--- src/sv/tgadec_fifo.sv ---
module tgadec_fifo #(
	parameter int W     = 8,
	parameter int DEPTH = 4
) (
	input  logic                         clk,
	input  logic                         arst_n,
	input  logic                         push,
	input  logic [W-1:0]                 wdata,
	output logic                         full,
	input  logic                         pop,
	output logic [W-1:0]                 rdata,
	output logic                         empty,
	output logic [$clog2(DEPTH+1)-1:0]   level
);
	localparam int AW = $clog2(DEPTH);
	localparam int CW = $clog2(DEPTH+1);

	logic [W-1:0]  mem_q [DEPTH];
	logic [AW-1:0] wr_ptr_q, rd_ptr_q;
	logic [CW-1:0] cnt_q;
	logic          do_push, do_pop;

	assign full    = (cnt_q == CW'(DEPTH));
	assign empty   = (cnt_q == '0);
	assign level   = cnt_q;
	assign do_push = push && !full;
	assign do_pop  = pop && !empty;
	assign rdata   = mem_q[rd_ptr_q];

	// storage
	always_ff @(posedge clk) begin
		if (do_push) mem_q[wr_ptr_q] <= wdata;
	end

	// pointers and fill count
	always_ff @(posedge clk or negedge arst_n) begin
		if (!arst_n) begin
			wr_ptr_q <= '0;
			rd_ptr_q <= '0;
			cnt_q    <= '0;
		end else begin
			if (do_push) wr_ptr_q <= (wr_ptr_q == AW'(DEPTH-1)) ? '0 : wr_ptr_q + 1'b1;
			if (do_pop)  rd_ptr_q <= (rd_ptr_q == AW'(DEPTH-1)) ? '0 : rd_ptr_q + 1'b1;
			if (do_push && !do_pop)      cnt_q <= cnt_q + 1'b1;
			else if (do_pop && !do_push) cnt_q <= cnt_q - 1'b1;
		end
	end
endmodule

--- config.mk ---
export PLATFORM = sky130hd
export DESIGN_NAME = tgadec_fifo
export DESIGN_NICKNAME = d
export VERILOG_FILES = /design/src/sv/tgadec_fifo.sv
export SDC_FILE = /design/constraint.sdc
export NUM_CORES = 1
export LEC_CHECK = 0
export BUFFER_PORTS_ARGS = -buffer_cell sky130_fd_sc_hd__buf_2
export CELL_PAD_IN_SITES_DETAIL_PLACEMENT = 0
export CELL_PAD_IN_SITES_GLOBAL_PLACEMENT = 1
export CORE_MARGIN = 2
export CORE_UTILIZATION = 47
export CTS_CLUSTER_SIZE = 20
export DETAILED_ROUTE_END_ITERATION = 10
export PLACE_DENSITY_LB_ADDON = 0.1
export SLEW_MARGIN = 10
export SYNTH_ARGS = -nofsm -noshare
export SYNTH_HDL_FRONTEND = slang
export SYNTH_SLANG_ARGS = --single-unit
--- constraint.sdc ---
create_clock -name clk -period 2.4 [get_ports clk]
set_input_delay 0.24 -clock clk [delete_from_list [all_inputs] [get_ports clk]]
set_output_delay 0.24 -clock clk [all_outputs]
set_load 0.02 [all_outputs]
==> flow_summary.json <==
{
  "die_area_um2": 3930,
  "preCtsSetupSlack_ns": 0.352,
  "grt_pass1_vias": 803,
  "drt_iter0_markers": 40,
  "cts-root-buf": "clkbuf_4",
  "syn-cell-area_um2": 1620,
  "critPathKind": "reg2out",
  "cp_top_family": "flip-flops",
  "core_area_um2": 3310,
  "antenna_cells": 0,
  "grtUsageTotal": 0.140,
  "post-route-drc-count": 0,
  "drive_gt1_frac": 0.477,
  "clkLatencyLatePin_ns": 0.33,
  "max_cap_viol_count": 0,
  "h-tree-depth": 2,
  "fmax_mhz": 483,
  "fp-row-count": 21,
  "num_vias": 774,
  "fillerInstances": 276,
  "crit_path_start_kind": "register",
  "gp_congestion": 0.686,
  "critPathMaxStageDelay_ns": 0.75,
  "slew_headroom": 0.593,
  "vias_per_cell": 4.99,
  "antenna_found_initial": 0,
  "grt_max_degree": 13,
  "required_ns": 2.16,
  "seq_area_frac_synth": 0.701,
  "floorplan.initialDensity": 0.489,
  "p_leak_nw": 0.713,
  "slowest_stage": "dfrtp_1",
  "grt_pass1_wl_mm": 3.97,
  "critPathArrivalTime_ns": 1.83,
  "post_cts.repair.setup_buffers": 0,
  "ys_ff_latch": 39,
  "cp_max_fo": 11,
  "finClkSkew_ns": 0.00513,
  "routedWlPerCell_um": 15.1,
  "setup_slack_ns": 0.330,
  "tritoncts": "built",
  "timing.setup.tns_ns": 0,
  "grt-ovfl-total": 0,
  "cp_num_buf_inv": 1,
  "path_cells": "mux4_2 > buf_2",
  "post_synth.cell_area_avg_um2": 20.5,
  "syn-num-nets": 98,
  "end_kind": "primary output",
  "die_h_um": 62.7,
  "cts.clk_slew.worst_paths_ns": 0.10,
  "hold_class": "in2reg",
  "finalHoldViolCount": 0,
  "yosysWarnings": 0,
  "area_growth_pct": 15.4,
  "irDropWorstVdd_mv": 0.623,
  "worst_slew_pin_slew_ns": 0.611,
  "antenna_left": 0,
  "synth_cells": 79,
  "clk_path_buf_depth": 2,
  "layout_min_cycle_time_ns": 2.07,
  "wl_mm": 2.34,
  "cts_buffers": 5,
  "grt_setup_unrepaired": "false",
  "outcome": "finished clean",
  "clock-sinks": 39,
  "drt_pass1_iterations": 2,
  "io_pins": 25,
  "fin_nets": 127,
  "io_buffers": 24,
  "setup_viol": 0,
  "p_per_area_nw_per_um2": 1240,
  "die_x_um": 62.7,
  "finalCritPeriodShare": 0.863,
  "ys_types": 19,
  "drv_slew": 0
}
-- worst register-to-register path: stages, from the launching register on --
cell and delay, ns:
dfrtp_1 0.44, nor3b_4 0.18, nor2b_2 0.29, ha_1 0.24
inv_1 0.06, fa_1 0.38, xor2_1 0.15, nor2_1 0.12
xor2_1 0.14
-- report_power, final --
group          switching, mW  internal [mW]  leakage, nW
sequential             0.175          0.915        0.375
combinational          0.410          0.414        0.295
clock                  0.197          0.214       0.0426
-- cells by family (layout without fill, tap and decap cells) --
kind of cell             after synthesis  count (layout)  share of synthesized area
buffers and inverters                  6              36                     0.0193
flip-flops                            39              39                      0.701
AND/OR/NAND/NOR                       11              11                     0.0541
adder cells (fa/ha/maj)                7               7                     0.0587
multiplexers                          13              13                      0.151
XOR/XNOR                               3               3                     0.0162
-- per-layer routing --
layer | vias to the layer above | wire length [µm] | GRT usage
met2 | 22 | 1130 | 0.222
li1 | 358 | - | -
met4 | 0 | 41 | 0.0583
met3 | 6 | 132 | 0.0523
met5 | - | 0 | 0
met1 | 388 | 1040 | 0.173
-- through the flow --
| stage | cells | total power [mW] | cell area [µm²] | hold slack, ns | util |
|---|---|---|---|---|---|
| global placement | 146 | 1.95 | 1780 | 0.0868 | 0.539 |
| detailed placement | 146 | 1.96 | 1780 | 0.0871 | 0.539 |
| finish | 155 | 2.32 | 1870 | 0.116 | 0.565 |
| CTS | 155 | 2.37 | 1870 | 0.0983 | 0.565 |
| floorplan | 79 | 1.71 | 1630 | -0.0556 | - |
| global route | 155 | 2.48 | 1870 | 0.0897 | 0.565 |
-- cell usage in the layout (no fill, tap or decap), types with 2 or more instances in the layout --
| master | n |
|---|---|
| nor2_1 | 3 |
| dfrtp_1 | 7 |
| mux2_4 | 2 |
| buf_2 | 24 |
| ha_1 | 6 |
| xor2_1 | 2 |
| inv_1 | 3 |
| mux2_2 | 3 |
| edfxtp_1 | 32 |
| mux4_2 | 8 |
| clkbuf_4 | 5 |
| and2_2 | 4 |
-- sequential cells by signal (all words and copies together), names as in the netlist --
signal / count
level: 3
rd_ptr_q: 2
mem_q: 32
wr_ptr_q: 2
-- worst paths after layout --
| path | startpoint | endpoint | slack [ns] | cells after the start |
|---|---|---|---|---|
| worst max-delay path | rd_ptr_q[0] | rdata[7] | 0.33 | 2 |
| worst min-delay path | wdata[4] | mem_q[3][4] | 0.12 | 1 |
| worst max register to register | level[2] | level[2] | 0.34 | 8 |
| worst min register to register | level[2] | level[2] | 0.55 | 1 |
| max in group asynchronous | arst_n | wr_ptr_q[1] | 1.98 | 2 |
| min in group asynchronous | arst_n | wr_ptr_q[0] | 0.26 | 2 |
-- layout make-up --
cell class	instances	area [µm²]	share of cell area
clock buffer	5	37.5	0.0201
clock inverter	3	38.8	0.0207
inverter	3	11.3	0.00602
multi-input combinational	34	458	0.245
sequential	39	1140	0.608
tap	46	57.6	0.0308
timing repair buffer	25	130	0.0696
-- synthesized netlist by cell type --
master	n	share of area
edfxtp_1	32	0.59
mux4_2	8	0.11
dfrtp_1	7	0.11
ha_1	6	0.046
and2_2	4	0.019
inv_1	3	0.0069
mux2_2	3	0.021
nor2_1	3	0.0069
mux2_4	2	0.019
xor2_1	2	0.011
buf_1	1	0.0023
buf_2	1	0.0031
buf_6	1	0.0069
fa_1	1	0.012
nand2b_4	1	0.0085
nor2b_2	1	0.0054
nor3_1	1	0.0031
nor3b_4	1	0.012
xnor2_1	1	0.0054
-- what timing repair did --
item                      CTS  global route
resized for setup           0             0
hold buffers                1             0
hold endpoints to repair    7             0
Note: power is estimated with default switching activity, not from simulation.
